$ cat config.mk
export PLATFORM = sky130hd
export DESIGN_NAME = strm_ctrl
export DESIGN_NICKNAME = d
export VERILOG_FILES = /design/src/rtl/core/strm_pkg.sv /design/src/rtl/core/strm_ctrl.sv
export SDC_FILE = /design/constraint.sdc
export NUM_CORES = 1
export LEC_CHECK = 0
export BUFFER_PORTS_ARGS = -buffer_cell sky130_fd_sc_hd__buf_2
export CAP_MARGIN = 5
export CORE_AREA = 2 2 39 41
export DETAILED_ROUTE_END_ITERATION = 6
export DIE_AREA = 0 0 41 43
export GPL_TIMING_DRIVEN = 0
export PLACE_DENSITY = 0.3
export SLEW_MARGIN = 20
export SYNTH_ARGS = -nofsm -noshare
export SYNTH_HDL_FRONTEND = slang
export SYNTH_SLANG_ARGS = --single-unit
$ cat constraint.sdc
create_clock -name clk -period 2 [get_ports clk]
set_clock_uncertainty 0.05 [all_clocks]
set_input_delay 0.4 -clock clk [delete_from_list [all_inputs] [get_ports clk]]
set_output_delay 0.4 -clock clk [all_outputs]
set_load 0.005 [all_outputs]
$ cat src/rtl/core/strm_pkg.sv
// ----------------------------------------------------------------------------
// strm_pkg
// Shared constants and types of the sparse table range-max unit.
// ----------------------------------------------------------------------------
package strm_pkg;

	localparam int MAX_ELEMENTS = 1024;
	localparam int LEVELS       = 11;
	localparam int VALUE_WIDTH  = 32;

	localparam int IDX_W  = $clog2(MAX_ELEMENTS);
	localparam int CNT_W  = $clog2(MAX_ELEMENTS + 1);
	localparam int LVL_W  = $clog2(LEVELS);
	localparam int ADDR_W = LVL_W + IDX_W;
	localparam int DEPTH  = LEVELS * MAX_ELEMENTS;

	typedef enum logic [1:0] {
		OP_CLEAR  = 2'd0,
		OP_APPEND = 2'd1,
		OP_QUERY  = 2'd2
	} opcode_t;

	typedef enum logic [1:0] {
		ST_IDLE,
		ST_APPEND,
		ST_QRD,
		ST_QOUT
	} state_t;

	typedef struct packed {
		logic load;
		logic clear;
		logic app_step;
		logic q_issue;
		logic out_load;
	} cmd_t;

	typedef struct packed {
		logic full;
		logic app_more;
		logic out_free;
	} sts_t;

endpackage

$ cat src/rtl/core/strm_ctrl.sv
// ----------------------------------------------------------------------------
// strm_ctrl
// Controller: sequences clear, level-by-level append and two-port query.
// ----------------------------------------------------------------------------
module strm_ctrl (
	input  logic          clk,
	input  logic          arst_n,
	input  logic          in_valid,
	output logic          in_ready,
	input  logic [1:0]    opcode,
	input  strm_pkg::sts_t sts,
	output strm_pkg::cmd_t cmd
);
	import strm_pkg::*;

	state_t state_q;
	state_t state_d;
	logic   accept;

	always_ff @(posedge clk or negedge arst_n) begin
		if (!arst_n) begin
			state_q <= ST_IDLE;
		end else begin
			state_q <= state_d;
		end
	end

	always_comb begin
		state_d  = state_q;
		cmd      = '0;
		in_ready = 1'b0;
		accept   = 1'b0;
		case (state_q)
			ST_IDLE: begin
				in_ready = 1'b1;
				accept   = in_valid;
				cmd.load = accept;
				if (accept) begin
					case (opcode_t'(opcode))
						OP_CLEAR: begin
							cmd.clear = 1'b1;
						end
						OP_APPEND: begin
							if (!sts.full) begin
								state_d = ST_APPEND;
							end
						end
						OP_QUERY: begin
							state_d = ST_QRD;
						end
						default: begin
							state_d = ST_IDLE;
						end
					endcase
				end
			end
			ST_APPEND: begin
				cmd.app_step = 1'b1;
				if (!sts.app_more) begin
					state_d = ST_IDLE;
				end
			end
			ST_QRD: begin
				cmd.q_issue = 1'b1;
				state_d     = ST_QOUT;
			end
			ST_QOUT: begin
				if (sts.out_free) begin
					cmd.out_load = 1'b1;
					state_d      = ST_IDLE;
				end
			end
			default: begin
				state_d = ST_IDLE;
			end
		endcase
	end

`ifndef SYNTHESIS
	a_qrd_to_qout: assert property (@(posedge clk) disable iff (!arst_n)
		state_q == ST_QRD |=> state_q == ST_QOUT)
		else $error("query read not followed by result stage");
`endif

endmodule

Word-level counts from Yosys, hierarchy flattened
Cells that the tools add are included.
{"block": "word_totals", "register_bits": 2, "in_bits": 8, "output_inout_bits": 6}
{"block": "classes", "n_mux": 14, "reduce_logical": 3, "n_eq_ne": 10}
{"op": "2-to-1 mux 2 bit", "n": 5}
{"op": "inequality test 2 bit, second input constant", "n": 4}
{"op": "one-hot mux 2 bit (4 select lines)", "n": 1}
{"op": "2-to-1 mux 1 bit", "n": 7}
{"op": "equality test 2 bit, second input constant", "n": 3}
{"op": "one-hot mux 2 bit (3 select lines)", "n": 1}
{"op": "AND reduction 5 bit", "n": 1}
{"op": "equality test 2 x 1 -> 1 bit, second input constant", "n": 2}
{"op": "zero test 2 bit", "n": 2}
{"op": "inequality test 3 bit, second input constant", "n": 1}

Logic depth before layout (Yosys ltp)
Gate-level depths: netlist of run 1.
{"block": "depth", "ltp_word": 4, "mapped_depth": 2}

Worst setup path before layout of run 1
OpenSTA, ideal clock, no wires.
{"block": "synth_timing", "path_kind": "flip-flop to output port", "startpoint": "register state_q[0]", "endpoint": "output port cmd[3] (netlist bit)", "setup_slack_ps": 806, "n_path_buf": 0, "arrival_time_ps": 744, "path_stages_with_launch": 3, "cell_sequence": "dfrtp_1 > nor2_2 > and3_1"}
{"element": "from (decl)", "line_no": "strm_ctrl.sv:16", "rtl": "state_t state_q;"}
{"element": "from (signal assigned)", "line_no": "strm_ctrl.sv:24", "rtl": "state_q <= state_d;"}
{"element": "to (decl)", "line_no": "strm_ctrl.sv:12", "rtl": "output strm_pkg::cmd_t cmd"}

==> metrics.txt, run 1 <==
# TYPE chip_impl_metric gauge
chip_impl_metric{name="maximum_clock_frequency",unit="MHz"} 642
chip_impl_metric{name="setup_total_negative_slack",unit="ps"} 0
chip_impl_metric{name="pin_count_of_the_biggest_net_entering_global_routing",unit=""} 8
chip_impl_metric{name="dpl-instance-area",unit="um2"} 230
chip_impl_metric{name="clock_latency",unit="ps"} 220
chip_impl_metric{name="finalWorstSetupSlack",unit="ps"} 443
chip_impl_metric{name="globalplace.congestion",unit=""} 0.637
chip_impl_metric{name="preCtsSetupSlack",unit="ps"} 668
chip_impl_metric{name="rows",unit=""} 14
chip_impl_metric{name="largest_register_ffs",unit=""} 2
chip_impl_metric{name="grt_antenna_before_repair",unit=""} 0
chip_impl_metric{name="final-hold-violation-count",unit=""} 0
chip_impl_metric{name="drcViolationCount",unit=""} 0
chip_impl_metric{name="power.share.sequential",unit="%"} 30.3
chip_impl_metric{name="worst_ir_drop_vdd",unit="mV"} 0.202
chip_impl_metric{name="timing.critical_path.required",unit="ps"} 1550
chip_impl_info{name="largest_registers",value="state_q (2)"} 1
chip_impl_metric{name="core",unit="um2"} 1380
chip_impl_metric{name="clock-sinks",unit=""} 2
chip_impl_metric{name="power_density",unit="nW/um2"} 1110
chip_impl_metric{name="totalWireLength",unit="um"} 405
chip_impl_metric{name="critPathMaxFanout",unit=""} 6
chip_impl_metric{name="worst_ep_arrival_time",unit="ps"} 1110
chip_impl_metric{name="cts_setup_buffers",unit=""} 0
chip_impl_metric{name="post_cts.resized_instances",unit=""} 0
chip_impl_metric{name="final_layout_size_suffix_gt1_share",unit="%"} 59.4
chip_impl_metric{name="drt_iter0_markers",unit=""} 0
chip_impl_metric{name="boundaryPins",unit=""} 14
chip_impl_metric{name="flow.area_growth_from_synthesis",unit="%"} 81.0
chip_impl_metric{name="fin_crit_sh",unit="%"} 77.8
chip_impl_metric{name="syn-cell-area",unit="um2"} 145
chip_impl_metric{name="routed_wire_length_per_instance",unit="um"} 8.44
chip_impl_info{name="timing.critical_path.from",value="state_q[0]"} 1
chip_impl_metric{name="floorplan.initialDensity",unit="%"} 10.5
chip_impl_metric{name="numPortBuffers",unit=""} 13
chip_impl_info{name="tritoncts",value="built"} 1
chip_impl_info{name="worst-setup-path-type",value="reg2out"} 1
chip_impl_metric{name="postSynthAreaPerCell",unit="um2"} 9.68
chip_impl_metric{name="max-cap-violations",unit=""} 0
chip_impl_metric{name="power_report.internal_total",unit="uW"} 192
chip_impl_metric{name="time_the_final_worst_path_needs_with_i_o_delays_and_setup",unit="ps"} 1560
chip_impl_info{name="crit-reg2reg-capture",value="state_q[0]"} 1
chip_impl_metric{name="pre_repair_dr_iteration_count",unit=""} 1
chip_impl_metric{name="dr_total_vias",unit=""} 180
chip_impl_metric{name="cts_max_path_buffers",unit=""} 2
chip_impl_metric{name="r2r.worst_path.cells",unit=""} 2
chip_impl_info{name="r2r_start",value="state_q[1]"} 1
chip_impl_metric{name="max_slew.worst_pin.slew",unit="ps"} 224
chip_impl_metric{name="stdcell_area",unit="um2"} 263
chip_impl_info{name="largest_register",value="state_q"} 1
chip_impl_metric{name="grt_util_all_layers",unit="%"} 6.51
chip_impl_metric{name="clkTransAtPathRegs",unit="ps"} 30
chip_impl_metric{name="synth_cell_types",unit=""} 13
chip_impl_metric{name="seq_area_frac_synth",unit="%"} 34.5
chip_impl_info{name="root_buffer",value="sky130_fd_sc_hd__clkbuf_4"} 1
chip_impl_metric{name="cpPeakStageDelay",unit="ps"} 430
chip_impl_metric{name="leakage",unit="uW"} 0.000142
chip_impl_info{name="setup.worst_path.end",value="cmd[3]"} 1
chip_impl_metric{name="pwr-share-comb",unit="%"} 39.4
chip_impl_metric{name="finalNetCount",unit=""} 42
chip_impl_metric{name="number_of_global_route_vias_before_repair",unit=""} 180
chip_impl_metric{name="reg2reg_setup_slack",unit="ps"} 1060
chip_impl_metric{name="maximum_level_of_the_cts_h_tree",unit=""} 1
chip_impl_metric{name="netlist_instances",unit=""} 15
chip_impl_metric{name="postRouteAntennaNets",unit=""} 0
chip_impl_metric{name="synth.net_count",unit=""} 23
chip_impl_metric{name="clockPowerShare",unit="%"} 30.3
chip_impl_info{name="crit_path_start_kind",value="register"} 1
chip_impl_metric{name="cts-buffers-inserted",unit=""} 3
chip_impl_metric{name="yosys_warnings",unit=""} 0
chip_impl_metric{name="setup_viol",unit=""} 0
chip_impl_info{name="status",value="completed"} 1
chip_impl_metric{name="antenna_cells_inserted",unit=""} 0
chip_impl_metric{name="first_pass_grt_wire_length",unit="um"} 724
chip_impl_info{name="cp_top_family",value="flip-flops"} 1
chip_impl_metric{name="power.switching",unit="uW"} 99.3
chip_impl_metric{name="die_height",unit="um"} 43
chip_impl_metric{name="timing.slew.headroom",unit="%"} 85.1
chip_impl_info{name="crit_path_end_kind",value="output pin"} 1
chip_impl_metric{name="avgViaCountPerCell",unit=""} 3.75
chip_impl_metric{name="post_cts_hold_buffer_count",unit=""} 1
chip_impl_metric{name="sw_frac_of_total",unit="%"} 34.0
chip_impl_metric{name="maxSlewViolCount",unit=""} 0
chip_impl_info{name="min-delay-start",value="sts[2]"} 1
chip_impl_metric{name="die_area",unit="um2"} 1760
chip_impl_info{name="critical_path.cell_chain",value="nor2_2 -> and3_1 -> buf_2"} 1
chip_impl_info{name="critical_path.slowest_cell",value="sky130_fd_sc_hd__dfrtp_1"} 1
chip_impl_metric{name="globalRoute.totalOverflow",unit=""} 0
chip_impl_metric{name="timing.critical_path.depth",unit=""} 3
chip_impl_metric{name="path_buf_inv",unit=""} 1
chip_impl_metric{name="synth.ff_latch_count",unit=""} 2
chip_impl_metric{name="die_w",unit="um"} 41
chip_impl_metric{name="power.total",unit="uW"} 292
chip_impl_info{name="holdCritPathClass",value="in2reg"} 1
chip_impl_info{name="rsz0062_at_grt",value="false"} 1
layout make-up:
| type | instances | area [um2] |
|---|---|---|
| multi-input cells | 13 | 95.1 |
| repair buffers | 14 | 75.1 |
| well taps | 16 | 20.0 |
| flip-flops and latches | 2 | 50.0 |
| fillers | 164 | 1120 |
| clock buffers | 3 | 22.5 |
metal layers:
layer	share of wire (%)	vias up	global-route usage [%]
met2	44	13	9.06
met5	0	-	0
met3	14	2	4.71
met1	40	76	6.69
met4	1.5	0	4.00
li1	-	89	-
metrics by stage:
stage	util, %	cells	hold WS [ps]
floorplan	-	15	54.4
detailed placement	16.6	44	137
CTS	19.0	48	418
global route	19.0	48	430
global placement	16.6	44	134
finish	19.0	48	413
power groups by stage:
stage | clock network, uW | registers [uW] | logic, uW
detailed placement | 0 | 90.4 | 116
finish | 88.5 | 88.4 | 115
CTS | 93.7 | 90.0 | 119
global route | 98.0 | 95.5 | 133
global placement | 0 | 88.8 | 116
floorplan | 0 | 81.0 | 63.9
synth_stat cells:
master / count / area share, %
sky130_fd_sc_hd__a32oi_1: 1 / 6.0
sky130_fd_sc_hd__and2_1: 1 / 4.3
sky130_fd_sc_hd__nor2b_1: 2 / 8.6
sky130_fd_sc_hd__nor2_1: 1 / 2.6
sky130_fd_sc_hd__nor2_2: 1 / 4.3
sky130_fd_sc_hd__a2bb2oi_1: 1 / 6.0
sky130_fd_sc_hd__dfrtp_1: 2 / 34
sky130_fd_sc_hd__nand4bb_1: 1 / 7.8
sky130_fd_sc_hd__and3_2: 1 / 5.2
sky130_fd_sc_hd__and3b_1: 1 / 6.0
sky130_fd_sc_hd__and3_1: 1 / 4.3
sky130_fd_sc_hd__nand2b_1: 1 / 4.3
sky130_fd_sc_hd__nand2b_2: 1 / 6.0
cell usage in the layout, fill, tap and decap left out, drive strengths merged:
cell type    count
and3             2
and3b            1
a2bb2oi          1
dfrtp            2
clkbuf           3
buf             13
a32oi            1
nor2b            2
dlygate4sd3      1
nand2b           2
nor2             2
and2             1
nand4bb          1
how the worst min path moves through the flow:
stage / depth (start not counted) / end
floorplan: 0 / state_q[0]
global placement: 1 / state_q[1]
detailed placement: 1 / state_q[0]
CTS: 3 / state_q[0]
global route: 3 / state_q[0]
finish: 3 / state_q[0]
worst register-to-register path: cells and delay by family (launching register included):
kind	cells	cell delay (ps)
flip-flops	1	440
AO/OA/AOI/OAI	1	190
AND/OR/NAND/NOR	1	180
kinds of logic after synthesis:
logic type | after synthesis | synth area share (%)
simple gates | 11 | 53.5
flops | 2 | 34.5
compound gates | 2 | 12.1
No activity file was read; power rests on OpenSTA's default activity.
==> run 2: changes to the inputs <==
Settings changed: PLACE_DENSITY 0.3 to 0.31.
Clock period 2 ns to 1.35 ns, I/O delays scaled along.
==> metrics.txt, run 2 (synthesized netlist as in run 1, its figures left out) <==
# TYPE chip_impl_metric gauge
chip_impl_metric{name="maximum_level_of_the_cts_h_tree",unit=""} 1
chip_impl_metric{name="drcViolationCount",unit=""} 0
chip_impl_info{name="largest_registers",value="state_q (2)"} 1
chip_impl_metric{name="final-hold-violation-count",unit=""} 0
chip_impl_metric{name="flow.area_growth_from_synthesis",unit="%"} 107
chip_impl_metric{name="antenna_cells_inserted",unit=""} 0
chip_impl_metric{name="rows",unit=""} 14
chip_impl_metric{name="setup_viol",unit=""} 2
chip_impl_metric{name="worst_ep_arrival_time",unit="ps"} 1040
chip_impl_info{name="final_cell_mix",value="sky130_fd_sc_hd__buf_2 (13), sky130_fd_sc_hd__buf_4 (4), sky130_fd_sc_hd__clkbuf_4 (3), sky130_fd_sc_hd__nor2b_1 (2), sky130_fd_sc_hd__dfrtp_2 (2)"} 1
chip_impl_info{name="crit_path_start_kind",value="register"} 1
chip_impl_metric{name="maxSlewViolCount",unit=""} 0
chip_impl_metric{name="avgViaCountPerCell",unit=""} 3.73
chip_impl_metric{name="critPathMaxFanout",unit=""} 5
chip_impl_metric{name="hold_depth",unit=""} 3
chip_impl_metric{name="final_core_utilization",unit="%"} 21.7
chip_impl_metric{name="n_fill_cell",unit=""} 161
chip_impl_metric{name="r2r.worst_path.cells",unit=""} 3
chip_impl_info{name="rsz0062_at_grt",value="true"} 1
chip_impl_metric{name="core",unit="um2"} 1380
chip_impl_metric{name="clkTransAtPathRegs",unit="ps"} 30
chip_impl_info{name="critical_path.cell_chain",value="nor2_4 -> and3_1 -> buf_2"} 1
chip_impl_metric{name="numPortBuffers",unit=""} 13
chip_impl_metric{name="grt_util_all_layers",unit="%"} 6.52
chip_impl_metric{name="routed_wire_length_per_instance",unit="um"} 8.92
chip_impl_metric{name="postRouteAntennaNets",unit=""} 0
chip_impl_metric{name="boundaryPins",unit=""} 14
chip_impl_metric{name="drt_iter0_markers",unit=""} 0
chip_impl_metric{name="holdWs",unit="ps"} 286
chip_impl_info{name="tritoncts",value="built"} 1
chip_impl_metric{name="timing.critical_path.depth",unit=""} 3
chip_impl_info{name="root_buffer",value="sky130_fd_sc_hd__clkbuf_4"} 1
chip_impl_info{name="largest_register",value="state_q"} 1
chip_impl_metric{name="first_pass_grt_wire_length",unit="um"} 738
chip_impl_metric{name="die_w",unit="um"} 41
chip_impl_metric{name="clock_latency",unit="ps"} 220
chip_impl_metric{name="power_density",unit="nW/um2"} 1780
chip_impl_info{name="crit_path_end_kind",value="output pin"} 1
chip_impl_metric{name="max_slew.worst_pin.slew",unit="ps"} 150
chip_impl_metric{name="globalRoute.totalOverflow",unit=""} 0
chip_impl_metric{name="finalNetCount",unit=""} 46
chip_impl_metric{name="pin_count_of_the_biggest_net_entering_global_routing",unit=""} 7
chip_impl_info{name="min-delay-start",value="sts[1]"} 1
chip_impl_info{name="mostFrequentLayoutCell",value="sky130_fd_sc_hd__buf_2"} 1
chip_impl_metric{name="totalWireLength",unit="um"} 464
chip_impl_metric{name="clock-sinks",unit=""} 2
chip_impl_metric{name="cpPeakStageDelay",unit="ps"} 430
chip_impl_info{name="holdCritPathClass",value="in2reg"} 1
chip_impl_info{name="critical_path.slowest_cell",value="sky130_fd_sc_hd__dfrtp_2"} 1
chip_impl_metric{name="leakage",unit="uW"} 0.000161
chip_impl_info{name="timing.critical_path.from",value="state_q[1]"} 1
chip_impl_metric{name="number_of_global_route_vias_before_repair",unit=""} 186
chip_impl_metric{name="pre_repair_dr_iteration_count",unit=""} 1
chip_impl_metric{name="cts-buffers-inserted",unit=""} 3
chip_impl_metric{name="maximum_clock_frequency",unit="MHz"} 734
chip_impl_metric{name="max-cap-violations",unit=""} 0
chip_impl_info{name="worst-setup-path-type",value="reg2out"} 1
chip_impl_metric{name="time_the_final_worst_path_needs_with_i_o_delays_and_setup",unit="ps"} 1360
chip_impl_metric{name="power.total",unit="uW"} 534
chip_impl_metric{name="timing.critical_path.required",unit="ps"} 1030
chip_impl_metric{name="grt_antenna_before_repair",unit=""} 0
chip_impl_metric{name="globalplace.congestion",unit=""} 0.561
chip_impl_metric{name="die_height",unit="um"} 43
chip_impl_info{name="cp_top_family",value="flip-flops"} 1
chip_impl_info{name="r2r_start",value="state_q[1]"} 1
chip_impl_metric{name="fin_crit_sh",unit="%"} 101
chip_impl_metric{name="cts_max_path_buffers",unit=""} 2
chip_impl_metric{name="largest_register_ffs",unit=""} 2
chip_impl_info{name="violations_in_the_final_reports",value="setup timing"} 1
chip_impl_metric{name="finalWorstSetupSlack",unit="ps"} -12.1
chip_impl_metric{name="path_buf_inv",unit=""} 1
chip_impl_metric{name="timing.slew.headroom",unit="%"} 90.0
chip_impl_metric{name="floorplan.initialDensity",unit="%"} 10.5
chip_impl_metric{name="die_area",unit="um2"} 1760
chip_impl_metric{name="final_layout_size_suffix_gt1_share",unit="%"} 69.4
chip_impl_metric{name="dr_total_vias",unit=""} 194
chip_impl_info{name="status",value="complete, but fails checks"} 1
chip_impl_metric{name="worst_ir_drop_vdd",unit="mV"} 0.423
==> run 2: through the flow <==
step | area [um2] | std cells | TNS, ps | setup WS [ps]
2_1_floorplan | 145 | 15 | 0 | 286
6_report | 300 | 52 | -14.2 | -12.1
3_5_place_dp | 230 | 44 | 0 | 149
5_1_grt | 300 | 52 | -175 | -77.3
4_1_cts | 300 | 52 | -56.2 | -28.7
3_3_place_gp | 230 | 44 | 0 | 178
==> run 2: timing repair <==
| item | CTS | global route |
|---|---|---|
| setup endpoints to repair | 2 | 4 |
| hold endpoints to repair | 2 | 0 |
| gates resized for setup | 3 | 0 |
| hold buffers | 1 | 0 |
| setup buffers | 4 | 0 |
| cloned | 0 | 0 |
| pin swaps | 1 | 0 |
==> run 2: tightest hold or removal path: stages <==
cell and delay, ps:
sky130_fd_sc_hd__buf_2 90, sky130_fd_sc_hd__nand2b_1 60, sky130_fd_sc_hd__a32oi_1 90
==> run 2: final cells by class <==
cell class              instances  area [um2]  area share [%]
well taps                      16        20.0            6.67
multi-input cells              13         100            33.3
clock buffers                   3        22.5            7.50
repair buffers                 18         105            35.0
flip-flops and latches          2        52.6            17.5
==> run 2: final timing paths <==
| check | to | slack, ps |
|---|---|---|
| worst max-delay path | cmd[3] | -10 |
| worst min-delay path | state_q[0] | 290 |
| worst max register to register | state_q[0] | 320 |
| worst min register to register | state_q[1] | 480 |
| max in group asynchronous | state_q[0] | 830 |
| min in group asynchronous | state_q[1] | 310 |
==> run 2: layer usage <==
| layer | track usage (%) | part of all wire [%] | vias up |
|---|---|---|---|
| met5 | 0 | 0 | - |
| met4 | 8.00 | 0 | 0 |
| met3 | 2.09 | 16 | 0 |
| met2 | 7.50 | 41 | 14 |
| met1 | 8.01 | 43 | 83 |
| li1 | - | - | 97 |
==> run 2: report_power, final <==
part           internal, uW  switching, uW
registers              91.6           45.8
logic                   173           92.0
clock network          98.0           33.7
total                   362            171
